`src/rtl/core/rcm_pkg.sv`:
```
`timescale 1ns / 1ps
// ----------------------------------------------------------------------------
// rcm_pkg
// Shared widths, register indexes and constants of the rms current meter.
// ----------------------------------------------------------------------------
package rcm_pkg;

   localparam int SAMPLE_BITS = 10;
   localparam int COUNT_BITS  = 16;

   localparam int OFFSET_BITS = 10;
   localparam int WINDOW_BITS = 16;
   localparam int GAIN_BITS   = 16;
   localparam int DEADBAND_BITS = 16;
   localparam int VOLTS_BITS  = 8;
   localparam int Q_FRAC_BITS = 16;

   localparam int MAG_BITS  = (SAMPLE_BITS > OFFSET_BITS) ? SAMPLE_BITS : OFFSET_BITS;
   localparam int SQ_BITS   = 2 * MAG_BITS;
   localparam int SUM_BITS  = SQ_BITS + COUNT_BITS + 1;
   localparam int DVD_BITS  = SUM_BITS + Q_FRAC_BITS;
   localparam int MEAN_BITS = SQ_BITS + Q_FRAC_BITS;
   localparam int RMS_BITS  = MEAN_BITS / 2;
   localparam int CMP_BITS  = (COUNT_BITS > WINDOW_BITS) ? COUNT_BITS : WINDOW_BITS;

   localparam int RMS_OUT_BITS = 18;
   localparam int CUR_BITS     = 16;
   localparam int PWR_BITS     = 24;
   localparam int RMS_WIDE_BITS = (RMS_BITS > RMS_OUT_BITS) ? RMS_BITS : RMS_OUT_BITS;

   localparam int MUL_A_BITS = RMS_BITS;
   localparam int MUL_B_BITS = (MAG_BITS > GAIN_BITS) ? MAG_BITS : GAIN_BITS;
   localparam int MUL_P_BITS = MUL_A_BITS + MUL_B_BITS;
   localparam int CUR_WIDE_BITS = MUL_P_BITS + 1 - Q_FRAC_BITS;

   localparam int MUL_CNT_BITS  = $clog2(MUL_B_BITS);
   localparam int DIV_CNT_BITS  = $clog2(DVD_BITS);
   localparam int SQRT_CNT_BITS = $clog2(RMS_BITS);

   localparam int CSR_INDEX_BITS = 3;
   localparam int CSR_DATA_BITS  = 16;

   localparam logic [CSR_INDEX_BITS-1:0] REG_WINDOW_LEN  = 3'd0;
   localparam logic [CSR_INDEX_BITS-1:0] REG_ZERO_OFFSET = 3'd1;
   localparam logic [CSR_INDEX_BITS-1:0] REG_MA_GAIN     = 3'd2;
   localparam logic [CSR_INDEX_BITS-1:0] REG_DEADBAND    = 3'd3;
   localparam logic [CSR_INDEX_BITS-1:0] REG_LINE_VOLTS  = 3'd4;

   localparam logic [WINDOW_BITS-1:0]   RST_WINDOW_LEN  = 16'd10000;
   localparam logic [OFFSET_BITS-1:0]   RST_ZERO_OFFSET = 10'd510;
   localparam logic [GAIN_BITS-1:0]     RST_MA_GAIN     = 16'd18939;
   localparam logic [DEADBAND_BITS-1:0] RST_DEADBAND    = 16'd95;
   localparam logic [VOLTS_BITS-1:0]    RST_LINE_VOLTS  = 8'd220;

   localparam logic [MUL_P_BITS:0]    ROUND_HALF = (MUL_P_BITS + 1)'(32768);
   localparam logic [CUR_WIDE_BITS-1:0] CUR_MAX  = CUR_WIDE_BITS'(65535);

endpackage

```
`src/rtl/core/rcm_ser_mul.sv`:
```
`timescale 1ns / 1ps
// ----------------------------------------------------------------------------
// rcm_ser_mul
// Bit-serial shift-add multiplier, one multiplier bit per cycle.
// ----------------------------------------------------------------------------
module rcm_ser_mul (
   input  logic                           clock,
   input  logic                           reset,
   input  logic                           start,
   input  logic [rcm_pkg::MUL_A_BITS-1:0] op_a,
   input  logic [rcm_pkg::MUL_B_BITS-1:0] op_b,
   output logic                           done,
   output logic [rcm_pkg::MUL_P_BITS-1:0] product
);
   import rcm_pkg::*;

   localparam logic [MUL_CNT_BITS-1:0] LAST = MUL_CNT_BITS'(MUL_B_BITS - 1);

   logic [MUL_A_BITS-1:0]   a_ff, a_in;
   logic [MUL_P_BITS-1:0]   p_ff, p_in;
   logic [MUL_CNT_BITS-1:0] cnt_ff, cnt_in;
   logic                    busy_ff, busy_in;
   logic                    done_ff, done_in;
   logic [MUL_A_BITS:0]     part_sum;

   assign part_sum = {1'b0, p_ff[MUL_P_BITS-1:MUL_B_BITS]}
                   + {1'b0, (p_ff[0] ? a_ff : '0)};

   always_comb begin
      a_in    = a_ff;
      p_in    = p_ff;
      cnt_in  = cnt_ff;
      busy_in = busy_ff;
      done_in = 1'b0;
      if (start) begin
         a_in    = op_a;
         p_in    = {{MUL_A_BITS{1'b0}}, op_b};
         cnt_in  = '0;
         busy_in = 1'b1;
      end else if (busy_ff) begin
         p_in   = {part_sum, p_ff[MUL_B_BITS-1:1]};
         cnt_in = cnt_ff + 1'b1;
         if (cnt_ff == LAST) begin
            busy_in = 1'b0;
            done_in = 1'b1;
         end
      end
   end

   always_ff @(posedge clock) begin
      if (reset) begin
         busy_ff <= 1'b0;
         done_ff <= 1'b0;
      end else begin
         busy_ff <= busy_in;
         done_ff <= done_in;
      end
   end

   always_ff @(posedge clock) begin
      a_ff   <= a_in;
      p_ff   <= p_in;
      cnt_ff <= cnt_in;
   end

   assign done    = done_ff;
   assign product = p_ff;

endmodule

```
`src/rtl/core/rcm_div.sv`:
```
`timescale 1ns / 1ps
// ----------------------------------------------------------------------------
// rcm_div
// Restoring divider, one quotient bit per cycle: sum * 2^16 / count.
// ----------------------------------------------------------------------------
module rcm_div (
   input  logic                          clock,
   input  logic                          reset,
   input  logic                          start,
   input  logic [rcm_pkg::SUM_BITS-1:0]  dividend,
   input  logic [rcm_pkg::COUNT_BITS-1:0] divisor,
   output logic                          done,
   output logic [rcm_pkg::MEAN_BITS-1:0] quotient
);
   import rcm_pkg::*;

   localparam logic [DIV_CNT_BITS-1:0] LAST = DIV_CNT_BITS'(DVD_BITS - 1);

   logic [DVD_BITS-1:0]     dvd_ff, dvd_in;
   logic [COUNT_BITS-1:0]   rem_ff, rem_in;
   logic [COUNT_BITS-1:0]   den_ff, den_in;
   logic [DIV_CNT_BITS-1:0] cnt_ff, cnt_in;
   logic                    busy_ff, busy_in;
   logic                    done_ff, done_in;
   logic [COUNT_BITS:0]     shifted;
   logic [COUNT_BITS:0]     diff;
   logic                    fits;

   assign shifted = {rem_ff, dvd_ff[DVD_BITS-1]};
   assign fits    = shifted >= {1'b0, den_ff};
   assign diff    = shifted - {1'b0, den_ff};

   always_comb begin
      dvd_in  = dvd_ff;
      rem_in  = rem_ff;
      den_in  = den_ff;
      cnt_in  = cnt_ff;
      busy_in = busy_ff;
      done_in = 1'b0;
      if (start) begin
         dvd_in  = {dividend, {Q_FRAC_BITS{1'b0}}};
         rem_in  = '0;
         den_in  = divisor;
         cnt_in  = '0;
         busy_in = 1'b1;
      end else if (busy_ff) begin
         dvd_in = {dvd_ff[DVD_BITS-2:0], fits};
         rem_in = fits ? diff[COUNT_BITS-1:0] : shifted[COUNT_BITS-1:0];
         cnt_in = cnt_ff + 1'b1;
         if (cnt_ff == LAST) begin
            busy_in = 1'b0;
            done_in = 1'b1;
         end
      end
   end

   always_ff @(posedge clock) begin
      if (reset) begin
         busy_ff <= 1'b0;
         done_ff <= 1'b0;
      end else begin
         busy_ff <= busy_in;
         done_ff <= done_in;
      end
   end

   always_ff @(posedge clock) begin
      dvd_ff <= dvd_in;
      rem_ff <= rem_in;
      den_ff <= den_in;
      cnt_ff <= cnt_in;
   end

   assign done     = done_ff;
   assign quotient = dvd_ff[MEAN_BITS-1:0];

endmodule

```
`src/rtl/core/rcm_sqrt.sv`:
```
`timescale 1ns / 1ps
// ----------------------------------------------------------------------------
// rcm_sqrt
// Digit-by-digit floor square root, two radicand bits per cycle.
// ----------------------------------------------------------------------------
module rcm_sqrt (
   input  logic                          clock,
   input  logic                          reset,
   input  logic                          start,
   input  logic [rcm_pkg::MEAN_BITS-1:0] radicand,
   output logic                          done,
   output logic [rcm_pkg::RMS_BITS-1:0]  root
);
   import rcm_pkg::*;

   localparam logic [SQRT_CNT_BITS-1:0] LAST = SQRT_CNT_BITS'(RMS_BITS - 1);

   logic [MEAN_BITS-1:0]     val_ff, val_in;
   logic [RMS_BITS:0]        rem_ff, rem_in;
   logic [RMS_BITS-1:0]      root_ff, root_in;
   logic [SQRT_CNT_BITS-1:0] cnt_ff, cnt_in;
   logic                     busy_ff, busy_in;
   logic                     done_ff, done_in;
   logic [RMS_BITS+2:0]      shifted;
   logic [RMS_BITS+2:0]      trial;
   logic [RMS_BITS+2:0]      diff;
   logic                     fits;

   assign shifted = {rem_ff, val_ff[MEAN_BITS-1:MEAN_BITS-2]};
   assign trial   = {1'b0, root_ff, 2'b01};
   assign fits    = shifted >= trial;
   assign diff    = shifted - trial;

   always_comb begin
      val_in  = val_ff;
      rem_in  = rem_ff;
      root_in = root_ff;
      cnt_in  = cnt_ff;
      busy_in = busy_ff;
      done_in = 1'b0;
      if (start) begin
         val_in  = radicand;
         rem_in  = '0;
         root_in = '0;
         cnt_in  = '0;
         busy_in = 1'b1;
      end else if (busy_ff) begin
         val_in  = {val_ff[MEAN_BITS-3:0], 2'b00};
         rem_in  = fits ? diff[RMS_BITS:0] : shifted[RMS_BITS:0];
         root_in = {root_ff[RMS_BITS-2:0], fits};
         cnt_in  = cnt_ff + 1'b1;
         if (cnt_ff == LAST) begin
            busy_in = 1'b0;
            done_in = 1'b1;
         end
      end
   end

   always_ff @(posedge clock) begin
      if (reset) begin
         busy_ff <= 1'b0;
         done_ff <= 1'b0;
      end else begin
         busy_ff <= busy_in;
         done_ff <= done_in;
      end
   end

   always_ff @(posedge clock) begin
      val_ff  <= val_in;
      rem_ff  <= rem_in;
      root_ff <= root_in;
      cnt_ff  <= cnt_in;
   end

   assign done = done_ff;
   assign root = root_ff;

endmodule

```
`src/rtl/core/rms_current_meter.sv`:
```
`timescale 1ns / 1ps
// ----------------------------------------------------------------------------
// rms_current_meter
// True rms current and power over a window of converter samples.
// ----------------------------------------------------------------------------
// Usage: each item on req_ (valid/ready) is one raw sample. The offset is
// removed, the magnitude squared and added to a running sum. When the count
// reaches window_len (zero acts as one) or the counter is full, one item on
// rsp_ carries rms_code (Q.8 counts), current_ma and power_mw; other samples
// give no item. Registers are written on csr_ with csr_we, no wait.
// A sample is not taken while the bit-serial squarer with its 16 steps works:
// req_ready drops at the accepting edge and returns once the square is added,
// unless the window closes. A window-closing sample keeps req_ready low until
// the result item is valid: after the square come the restoring divider (53
// steps), the square root (18 steps), the serial multiplier twice for gain and
// power (16 steps each) and the start, scale and load states.
// The result sits in an output register, so samples are taken while it waits;
// only the next window close stalls until rsp_ready takes the pending item.
// Reset restores the default registers, clears the sum and the count and
// drops any pending result.
// ----------------------------------------------------------------------------
module rms_current_meter (
   input  logic                               clock,
   input  logic                               reset,
   input  logic                               req_valid,
   output logic                               req_ready,
   input  logic [rcm_pkg::SAMPLE_BITS-1:0]    req_sample,
   output logic                               rsp_valid,
   input  logic                               rsp_ready,
   output logic [rcm_pkg::RMS_OUT_BITS-1:0]   rsp_rms_code,
   output logic [rcm_pkg::CUR_BITS-1:0]       rsp_current_ma,
   output logic [rcm_pkg::PWR_BITS-1:0]       rsp_power_mw,
   input  logic                               csr_we,
   input  logic [rcm_pkg::CSR_INDEX_BITS-1:0] csr_index,
   input  logic [rcm_pkg::CSR_DATA_BITS-1:0]  csr_wdata
);
   import rcm_pkg::*;

   localparam logic [3:0] S_IDLE      = 4'd0;
   localparam logic [3:0] S_SQ_GO     = 4'd1;
   localparam logic [3:0] S_SQ_WAIT   = 4'd2;
   localparam logic [3:0] S_DIV_GO    = 4'd3;
   localparam logic [3:0] S_DIV_WAIT  = 4'd4;
   localparam logic [3:0] S_SQRT_GO   = 4'd5;
   localparam logic [3:0] S_SQRT_WAIT = 4'd6;
   localparam logic [3:0] S_GAIN_GO   = 4'd7;
   localparam logic [3:0] S_GAIN_WAIT = 4'd8;
   localparam logic [3:0] S_SCALE     = 4'd9;
   localparam logic [3:0] S_PWR_GO    = 4'd10;
   localparam logic [3:0] S_PWR_WAIT  = 4'd11;
   localparam logic [3:0] S_LOAD      = 4'd12;

   logic [3:0]               state_ff, state_in;
   logic [WINDOW_BITS-1:0]   window_len_ff;
   logic [OFFSET_BITS-1:0]   zero_offset_ff;
   logic [GAIN_BITS-1:0]     ma_gain_ff;
   logic [DEADBAND_BITS-1:0] deadband_ff;
   logic [VOLTS_BITS-1:0]    line_volts_ff;
   logic [SUM_BITS-1:0]      sum_ff, sum_in;
   logic [COUNT_BITS-1:0]    cnt_ff, cnt_in;
   logic [MAG_BITS-1:0]      mag_ff, mag_in;
   logic [RMS_BITS-1:0]      rms_ff, rms_in;
   logic [CUR_BITS-1:0]      cur_ff, cur_in;
   logic                     rsp_valid_ff, rsp_valid_in;
   logic [RMS_OUT_BITS-1:0]  rsp_rms_ff, rsp_rms_in;
   logic [CUR_BITS-1:0]      rsp_cur_ff, rsp_cur_in;
   logic [PWR_BITS-1:0]      rsp_pwr_ff, rsp_pwr_in;

   logic                     req_acc;
   logic [MAG_BITS-1:0]      s_ext;
   logic [MAG_BITS-1:0]      off_ext;
   logic [COUNT_BITS-1:0]    cnt_next;
   logic [WINDOW_BITS-1:0]   target;
   logic                     win_end;
   logic                     out_free;
   logic [MUL_P_BITS:0]      rnd;
   logic [CUR_WIDE_BITS-1:0] cur_wide;
   logic [CUR_BITS-1:0]      cur_sat;
   logic [RMS_WIDE_BITS-1:0] rms_wide;

   logic                     mul_start, mul_done;
   logic [MUL_A_BITS-1:0]    mul_a;
   logic [MUL_B_BITS-1:0]    mul_b;
   logic [MUL_P_BITS-1:0]    mul_prod;
   logic                     div_start, div_done;
   logic [MEAN_BITS-1:0]     div_quot;
   logic                     sqrt_start, sqrt_done;
   logic [RMS_BITS-1:0]      sqrt_root;

   rcm_ser_mul u_mul (
      .clock   (clock),
      .reset   (reset),
      .start   (mul_start),
      .op_a    (mul_a),
      .op_b    (mul_b),
      .done    (mul_done),
      .product (mul_prod)
   );

   rcm_div u_div (
      .clock    (clock),
      .reset    (reset),
      .start    (div_start),
      .dividend (sum_ff),
      .divisor  (cnt_ff),
      .done     (div_done),
      .quotient (div_quot)
   );

   rcm_sqrt u_sqrt (
      .clock    (clock),
      .reset    (reset),
      .start    (sqrt_start),
      .radicand (div_quot),
      .done     (sqrt_done),
      .root     (sqrt_root)
   );

   assign req_ready = (state_ff == S_IDLE);
   assign req_acc   = req_valid && req_ready;
   assign s_ext     = MAG_BITS'(req_sample);
   assign off_ext   = MAG_BITS'(zero_offset_ff);
   assign cnt_next  = cnt_ff + 1'b1;
   assign target    = (window_len_ff == '0) ? WINDOW_BITS'(1) : window_len_ff;
   assign win_end   = (CMP_BITS'(cnt_next) >= CMP_BITS'(target)) || (&cnt_next);
   assign out_free  = !rsp_valid_ff || rsp_ready;

   assign rnd      = {1'b0, mul_prod} + ROUND_HALF;
   assign cur_wide = rnd[MUL_P_BITS:Q_FRAC_BITS];
   assign cur_sat  = (cur_wide > CUR_MAX) ? '1 : cur_wide[CUR_BITS-1:0];
   assign rms_wide = RMS_WIDE_BITS'(rms_ff);

   assign mul_start  = (state_ff == S_SQ_GO) || (state_ff == S_GAIN_GO)
                    || (state_ff == S_PWR_GO);
   assign div_start  = (state_ff == S_DIV_GO);
   assign sqrt_start = (state_ff == S_SQRT_GO);

   always_comb begin
      case (state_ff)
         S_SQ_GO: begin
            mul_a = MUL_A_BITS'(mag_ff);
            mul_b = MUL_B_BITS'(mag_ff);
         end
         S_GAIN_GO: begin
            mul_a = rms_ff;
            mul_b = MUL_B_BITS'(ma_gain_ff);
         end
         S_PWR_GO: begin
            mul_a = MUL_A_BITS'(cur_ff);
            mul_b = MUL_B_BITS'(line_volts_ff);
         end
         default: begin
            mul_a = '0;
            mul_b = '0;
         end
      endcase
   end

   always_comb begin
      state_in     = state_ff;
      sum_in       = sum_ff;
      cnt_in       = cnt_ff;
      mag_in       = mag_ff;
      rms_in       = rms_ff;
      cur_in       = cur_ff;
      rsp_valid_in = rsp_valid_ff && !rsp_ready;
      rsp_rms_in   = rsp_rms_ff;
      rsp_cur_in   = rsp_cur_ff;
      rsp_pwr_in   = rsp_pwr_ff;
      case (state_ff)
         S_IDLE: begin
            if (req_acc) begin
               mag_in   = (s_ext >= off_ext) ? s_ext - off_ext : off_ext - s_ext;
               state_in = S_SQ_GO;
            end
         end
         S_SQ_GO: begin
            state_in = S_SQ_WAIT;
         end
         S_SQ_WAIT: begin
            if (mul_done) begin
               sum_in   = sum_ff + SUM_BITS'(mul_prod[SQ_BITS-1:0]);
               cnt_in   = cnt_next;
               state_in = win_end ? S_DIV_GO : S_IDLE;
            end
         end
         S_DIV_GO: begin
            sum_in   = '0;
            cnt_in   = '0;
            state_in = S_DIV_WAIT;
         end
         S_DIV_WAIT: begin
            if (div_done) begin
               state_in = S_SQRT_GO;
            end
         end
         S_SQRT_GO: begin
            state_in = S_SQRT_WAIT;
         end
         S_SQRT_WAIT: begin
            if (sqrt_done) begin
               rms_in   = sqrt_root;
               state_in = S_GAIN_GO;
            end
         end
         S_GAIN_GO: begin
            state_in = S_GAIN_WAIT;
         end
         S_GAIN_WAIT: begin
            if (mul_done) begin
               state_in = S_SCALE;
            end
         end
         S_SCALE: begin
            cur_in   = (cur_sat <= deadband_ff) ? '0 : cur_sat;
            state_in = S_PWR_GO;
         end
         S_PWR_GO: begin
            state_in = S_PWR_WAIT;
         end
         S_PWR_WAIT: begin
            if (mul_done) begin
               state_in = S_LOAD;
            end
         end
         S_LOAD: begin
            if (out_free) begin
               rsp_valid_in = 1'b1;
               rsp_rms_in   = rms_wide[RMS_OUT_BITS-1:0];
               rsp_cur_in   = cur_ff;
               rsp_pwr_in   = mul_prod[PWR_BITS-1:0];
               state_in     = S_IDLE;
            end
         end
         default: begin
            state_in = S_IDLE;
         end
      endcase
   end

   always_ff @(posedge clock) begin
      if (reset) begin
         state_ff       <= S_IDLE;
         sum_ff         <= '0;
         cnt_ff         <= '0;
         rsp_valid_ff   <= 1'b0;
         window_len_ff  <= RST_WINDOW_LEN;
         zero_offset_ff <= RST_ZERO_OFFSET;
         ma_gain_ff     <= RST_MA_GAIN;
         deadband_ff    <= RST_DEADBAND;
         line_volts_ff  <= RST_LINE_VOLTS;
      end else begin
         state_ff     <= state_in;
         sum_ff       <= sum_in;
         cnt_ff       <= cnt_in;
         rsp_valid_ff <= rsp_valid_in;
         if (csr_we) begin
            case (csr_index)
               REG_WINDOW_LEN:  window_len_ff  <= csr_wdata[WINDOW_BITS-1:0];
               REG_ZERO_OFFSET: zero_offset_ff <= csr_wdata[OFFSET_BITS-1:0];
               REG_MA_GAIN:     ma_gain_ff     <= csr_wdata[GAIN_BITS-1:0];
               REG_DEADBAND:    deadband_ff    <= csr_wdata[DEADBAND_BITS-1:0];
               REG_LINE_VOLTS:  line_volts_ff  <= csr_wdata[VOLTS_BITS-1:0];
               default: begin
               end
            endcase
         end
      end
   end

   always_ff @(posedge clock) begin
      mag_ff     <= mag_in;
      rms_ff     <= rms_in;
      cur_ff     <= cur_in;
      rsp_rms_ff <= rsp_rms_in;
      rsp_cur_ff <= rsp_cur_in;
      rsp_pwr_ff <= rsp_pwr_in;
   end

   assign rsp_valid      = rsp_valid_ff;
   assign rsp_rms_code   = rsp_rms_ff;
   assign rsp_current_ma = rsp_cur_ff;
   assign rsp_power_mw   = rsp_pwr_ff;

endmodule

```
`config.mk`:
```
export PLATFORM = sky130hd
export DESIGN_NAME = rms_current_meter
export DESIGN_NICKNAME = d
export VERILOG_FILES = /design/src/rtl/core/rcm_pkg.sv /design/src/rtl/core/rcm_ser_mul.sv /design/src/rtl/core/rcm_div.sv /design/src/rtl/core/rcm_sqrt.sv /design/src/rtl/core/rms_current_meter.sv
export SDC_FILE = /design/constraint.sdc
export NUM_CORES = 1
export LEC_CHECK = 0
export BUFFER_PORTS_ARGS = -buffer_cell sky130_fd_sc_hd__buf_2
export CORE_MARGIN = 2
export CORE_UTILIZATION = 47
export DETAILED_ROUTE_END_ITERATION = 8
export SLEW_MARGIN = 30
export SYNTH_ARGS = -nofsm -noshare
export SYNTH_HDL_FRONTEND = slang
export SYNTH_HIERARCHICAL = 1
export SYNTH_SLANG_ARGS = --single-unit
export TNS_END_PERCENT = 5
```
`constraint.sdc`:
```
create_clock -name clock -period 4.29 [get_ports clock]
set_input_delay 0.429 -clock clock [delete_from_list [all_inputs] [get_ports clock]]
set_output_delay 0.429 -clock clock [all_outputs]
set_load 0.03 [all_outputs]
```
==> results.txt <==
The critical path crosses 17 cells after its start point. The DRC violation total after the first TritonRoute iteration came out at 1332. The net switching power came out at 5470 uW.

The average wire per cell in the routed design came out at 19.4 um. The setup TNS is 0 ns. The data required time of the worst path is 4.62 ns.

The final standard cell count with taps included and fillers excluded is 3164. For the worst-skew pair, the clock arrives at the later sink with an insertion delay of 0.60 ns. The part of the power in combinational logic is 0.342. In this run the critical register-to-register path is captured at cur_ff[2]. The share of synthesized flip-flops with an asynchronous set or reset is 0. By startpoint and endpoint, the worst setup path is classified as reg -> reg. sky130_fd_sc_hd__edfxtp_1 takes more of the synthesized area than any other cell.

The cell with the largest stage delay on the worst path is sky130_fd_sc_hd__dfxtp_1. The number of warnings printed during yosys synthesis came out at 6. The count of nets left with antenna violations after detail routing came out at 0. The post-synthesis cell type count is 103. The worst relative slew slack came out at 0.333. The number of global-route vias before repair was 17300. STA classifies the critical path startpoint as a flop. The count of nets after finishing came out at 2614. TritonCTS built the clock tree. The maximum fanout count along the critical path came out at 16. Of the post-synthesis cell area, the dominant cell type holds 0.280. The post-route DRC violation count came out at 0. The number of hold buffers added after CTS was 0. The floorplan step defined a die boundary enclosing about 53000 um2.

The post-synth net total came out at 2584. The placed wire-length estimate is roughly 44 mm. Setup repair after global routing left no endpoint under its margin. The number of buffers added by the clock tree synthesis step came out at 50. The internal power consumption came out at 9940 uW.

Ranked by total cell area, the synthesized netlist is headed by sky130_fd_sc_hd__edfxtp_1, sky130_fd_sc_hd__dfxtp_1, sky130_fd_sc_hd__ha_1. The switching power share of the total came out at 0.355. Synthesis produced a netlist whose cell count is 2412. The arrival time of data at the critical path endpoint came out at 4.07 ns. The storage element area is 11400 um2. The number of cell instances on the worst register-to-register path came out at 17.

The first-pass iteration count of the detailed router came out at 7. Dividing total power by cell area gives a power density of 578 nW/um2. The min-delay analysis places its worst path in the category in -> reg. The wire length of the first global-routing pass came out at 96.5 mm. The maximum single-stage delay on the critical path came out at 0.49 ns.

The clock passes through at most 3 buffers. The worst clock skew on the final layout is 0.0256 ns. The number of sinks driven by the clock tree is 457. The routed via count divided by cell count came out at approximately 5.7. The remaining global-route overflow came out at 0.

The clock-pin slew on the worst setup and hold paths came out at 0.06 ns. Based on the critical path, the design can be clocked at up to about 270 MHz. The share of final-layout standard cells stronger than drive strength 1 came out at 0.127. The total count of max-transition violations in the final report is 0. The core outline area came out at 51100 um2. During I/O placement, the number of pins put on the boundary was 94. Counting stages on the worst path, the most repeated cell is sky130_fd_sc_hd__a21oi_1. The mean post-synth cell area came out at 10.0 um2. Setup violations remaining at the end of the flow were counted as 0. The floorplan row count is 83. The final cycle utilization of the critical path came out at 0.872.

The cell sitting at the root of the clock tree is a sky130_fd_sc_hd__clkbuf_16. The worst path buffer plus inverter count is 2. The die span in y is 231 um. The overall fraction of global-route tracks in use is 0.230. The run finished with clean final reports. The final wirelength came out at 61.3 mm. The most common library cell in the layout ignoring fill and taps is sky130_fd_sc_hd__dfxtp_1. The pin count of the biggest net entering global routing is 81. The area of the mapped netlist came out at 24100 um2.

The critical path starts at u_mul/product[17]. Across the VDD grid, the largest voltage drop is 0.475 mV. The count of maximum capacitance violations came out at 0. The effective utilization at floorplan came out at 0.472.

The number of filler cells placed in the layout came out at approximately 4700. The total leakage power is between 0.01 and 0.015 uW. The critical path ends at cur_ff[2]. At the pin with the least slew margin, the transition time is 0.997 ns. The shortest clock period the worst path allows after layout is 3.74 ns. The horizontal die dimension is roughly 230 um. The cell family contributing the most delay on the critical path is simple AND/OR/NAND/NOR gates. The total of flip-flops plus latches after synthesis is around 460. The maximum level of the CTS H-tree is 2. The number of flops mapped to enable cells by yosys came out at 225. The dominant synthesized flop cell is sky130_fd_sc_hd__dfxtp_1.

Compared with the post-synthesis result, the final layout area differs by 10.5%. The count of input and output buffers came out at 93. At the end of routability-driven placement, the weighted congestion stood at 0.895.

The count of final hold-check violations is 0. The top cell types in the final layout, fill and taps aside, are sky130_fd_sc_hd__dfxtp_1, sky130_fd_sc_hd__edfxtp_1, sky130_fd_sc_hd__nand2_1, sky130_fd_sc_hd__nor2_1, sky130_fd_sc_hd__inv_1. The post-placement cell count came out at 3067. The initial antenna violation count is 0. In the final layout, the multi-input gates occupy ~11000 um2. The signal on the critical path passes through and3_1, and4_1, nand4_1, nor3_1, nand3_1, a21oi_4, buf_12, nand2_1, ha_1, nor2b_1, o21ai_0, a21oi_1, o21ai_0, a21oi_1, o21ai_1, buf_4, a21oi_1. The share of total power dissipated in sequential elements is 0.380. The proportion of synthesized chip area in sequential cells is 0.472.

The total number of vias is 18000. Setup slack on the worst reg-to-reg path comes out at 0.55 ns. Of the total power, the clock network draws 0.279. The worst setup path is captured at a flop.

In this run the critical register-to-register path is launched from u_mul/product[17]. The launch instance of the worst min-delay path is csr_wdata[14].
==> layout make-up <==
type	count	area share
clock buffers	69	0.0530
multi-input cells	1641	0.428
clock inverters	24	0.00849
repair buffers	127	0.0280
diodes	1	0.0000938
well taps	680	0.0319
flip-flops and latches	457	0.427
inverters	165	0.0232
==> flip-flops by register name, indices dropped and copies added (netlist names), 5 cells and up <==
name,count
ma_gain_ff,16
rsp_rms_code,18
u_mul/a_ff,18
deadband_ff,16
cnt_ff,16
u_mul/product,34
u_sqrt/val_ff,36
cur_ff,16
rsp_power_mw,24
u_div/den_ff,16
u_sqrt/cnt_ff,5
off_ext,10
window_len_ff,16
u_div/dvd_ff,53
mag_ff,10
rms_ff,18
rsp_current_ma,16
u_div/cnt_ff,6
u_sqrt/root,18
line_volts_ff,8
u_sqrt/rem_ff,19
sum_ff,37
u_div/rem_ff,16
==> what timing repair did <==
item / in CTS / in global routing
setup buffers: 0 / 3
endpoints found under the setup margin: 0 / 16
gates resized for setup: 0 / 1
==> metrics by stage <==
step / util / power [uW] / cell area, um2 / worst slack [ns] / hold WS, ns
CTS: 0.521 / 15500 / 26600 / 0.276 / 0.0960
global placement: 0.489 / 11000 / 25000 / 0.348 / 0.433
finish: 0.522 / 15400 / 26700 / 0.550 / 0.138
floorplan: - / 9820 / 24100 / 0.381 / 0.406
global route: 0.522 / 16300 / 26700 / 0.106 / 0.113
detailed placement: 0.489 / 11100 / 25000 / 0.267 / 0.436
==> worst min-delay path by stage <==
| stage | to | slack, ns | cells past startpoint |
|---|---|---|---|
| 6_report | deadband_ff[14] | 0.14 | 3 |
| 5_1_grt | ma_gain_ff[14] | 0.11 | 2 |
| 4_1_cts | ma_gain_ff[14] | 0.1 | 2 |
| 3_5_place_dp | rsp_rms_code[17] | 0.44 | 0 |
| 3_3_place_gp | rsp_rms_code[17] | 0.43 | 0 |
| 2_1_floorplan | u_div/den_ff[11] | 0.41 | 0 |
==> power groups by stage <==
stage          logic, uW  registers (uW)  clock network, uW
2_1_floorplan       4160            5650                  0
3_3_place_gp        5080            5910                  0
3_5_place_dp        5170            5930                  0
4_1_cts             5210            5840               4400
5_1_grt             5870            5910               4560
6_report            5270            5850               4290
==> cell families (layout without fill, tap and decap cells) <==
kind of cell,after synthesis,after routing,synth area share
xor+xnor,101,101,0.0366
compound gates,541,541,0.159
simple gates,737,737,0.147
fa+ha+maj,138,138,0.0731
mux,124,124,0.0543
flops,457,457,0.472
other cells,0,1,0
buf+inv,314,385,0.0571
==> layer usage <==
layer	up-vias	share of wire	global-route usage
met4	0	0.030	0.0813
met2	454	0.46	0.374
met5	-	0	0
li1	8767	-	-
met1	8725	0.47	0.316
met3	99	0.044	0.0298
==> worst register-to-register path, cell delays in order, from the launching register on <==
cell and delay (ns):
sky130_fd_sc_hd__dfxtp_1 0.49, sky130_fd_sc_hd__and3_1 0.25, sky130_fd_sc_hd__and4_1 0.26, sky130_fd_sc_hd__nand4_1 0.26, sky130_fd_sc_hd__nor3_1 0.26, sky130_fd_sc_hd__nand3_1 0.16, sky130_fd_sc_hd__a21oi_4 0.17, sky130_fd_sc_hd__buf_12 0.15
sky130_fd_sc_hd__nand2_1 0.07, sky130_fd_sc_hd__ha_1 0.31, sky130_fd_sc_hd__nor2b_1 0.13, sky130_fd_sc_hd__o21ai_0 0.15, sky130_fd_sc_hd__a21oi_1 0.08, sky130_fd_sc_hd__o21ai_0 0.20, sky130_fd_sc_hd__a21oi_1 0.10, sky130_fd_sc_hd__o21ai_1 0.15
sky130_fd_sc_hd__buf_4 0.23, sky130_fd_sc_hd__a21oi_1 0.06
==> cells in the mapped netlist, types with 21 or more instances <==
master,number
sky130_fd_sc_hd__a21o_1,31
sky130_fd_sc_hd__nor2b_1,31
sky130_fd_sc_hd__xor2_1,44
sky130_fd_sc_hd__buf_4,38
sky130_fd_sc_hd__a22o_1,48
sky130_fd_sc_hd__a211oi_1,21
sky130_fd_sc_hd__clkbuf_1,75
sky130_fd_sc_hd__a31oi_1,23
sky130_fd_sc_hd__ha_1,133
sky130_fd_sc_hd__inv_1,164
sky130_fd_sc_hd__a211o_1,27
sky130_fd_sc_hd__nor2_1,197
sky130_fd_sc_hd__and2_1,43
sky130_fd_sc_hd__edfxtp_1,225
sky130_fd_sc_hd__nand3_1,63
sky130_fd_sc_hd__dfxtp_1,232
sky130_fd_sc_hd__mux2i_1,71
sky130_fd_sc_hd__o21ai_0,58
sky130_fd_sc_hd__xnor2_1,57
sky130_fd_sc_hd__nor3_1,35
sky130_fd_sc_hd__nand2b_1,25
sky130_fd_sc_hd__mux2_2,51
sky130_fd_sc_hd__a21oi_1,143
sky130_fd_sc_hd__nand4_1,31
sky130_fd_sc_hd__nand2_1,214
Power figures use the tool's default switching activity.
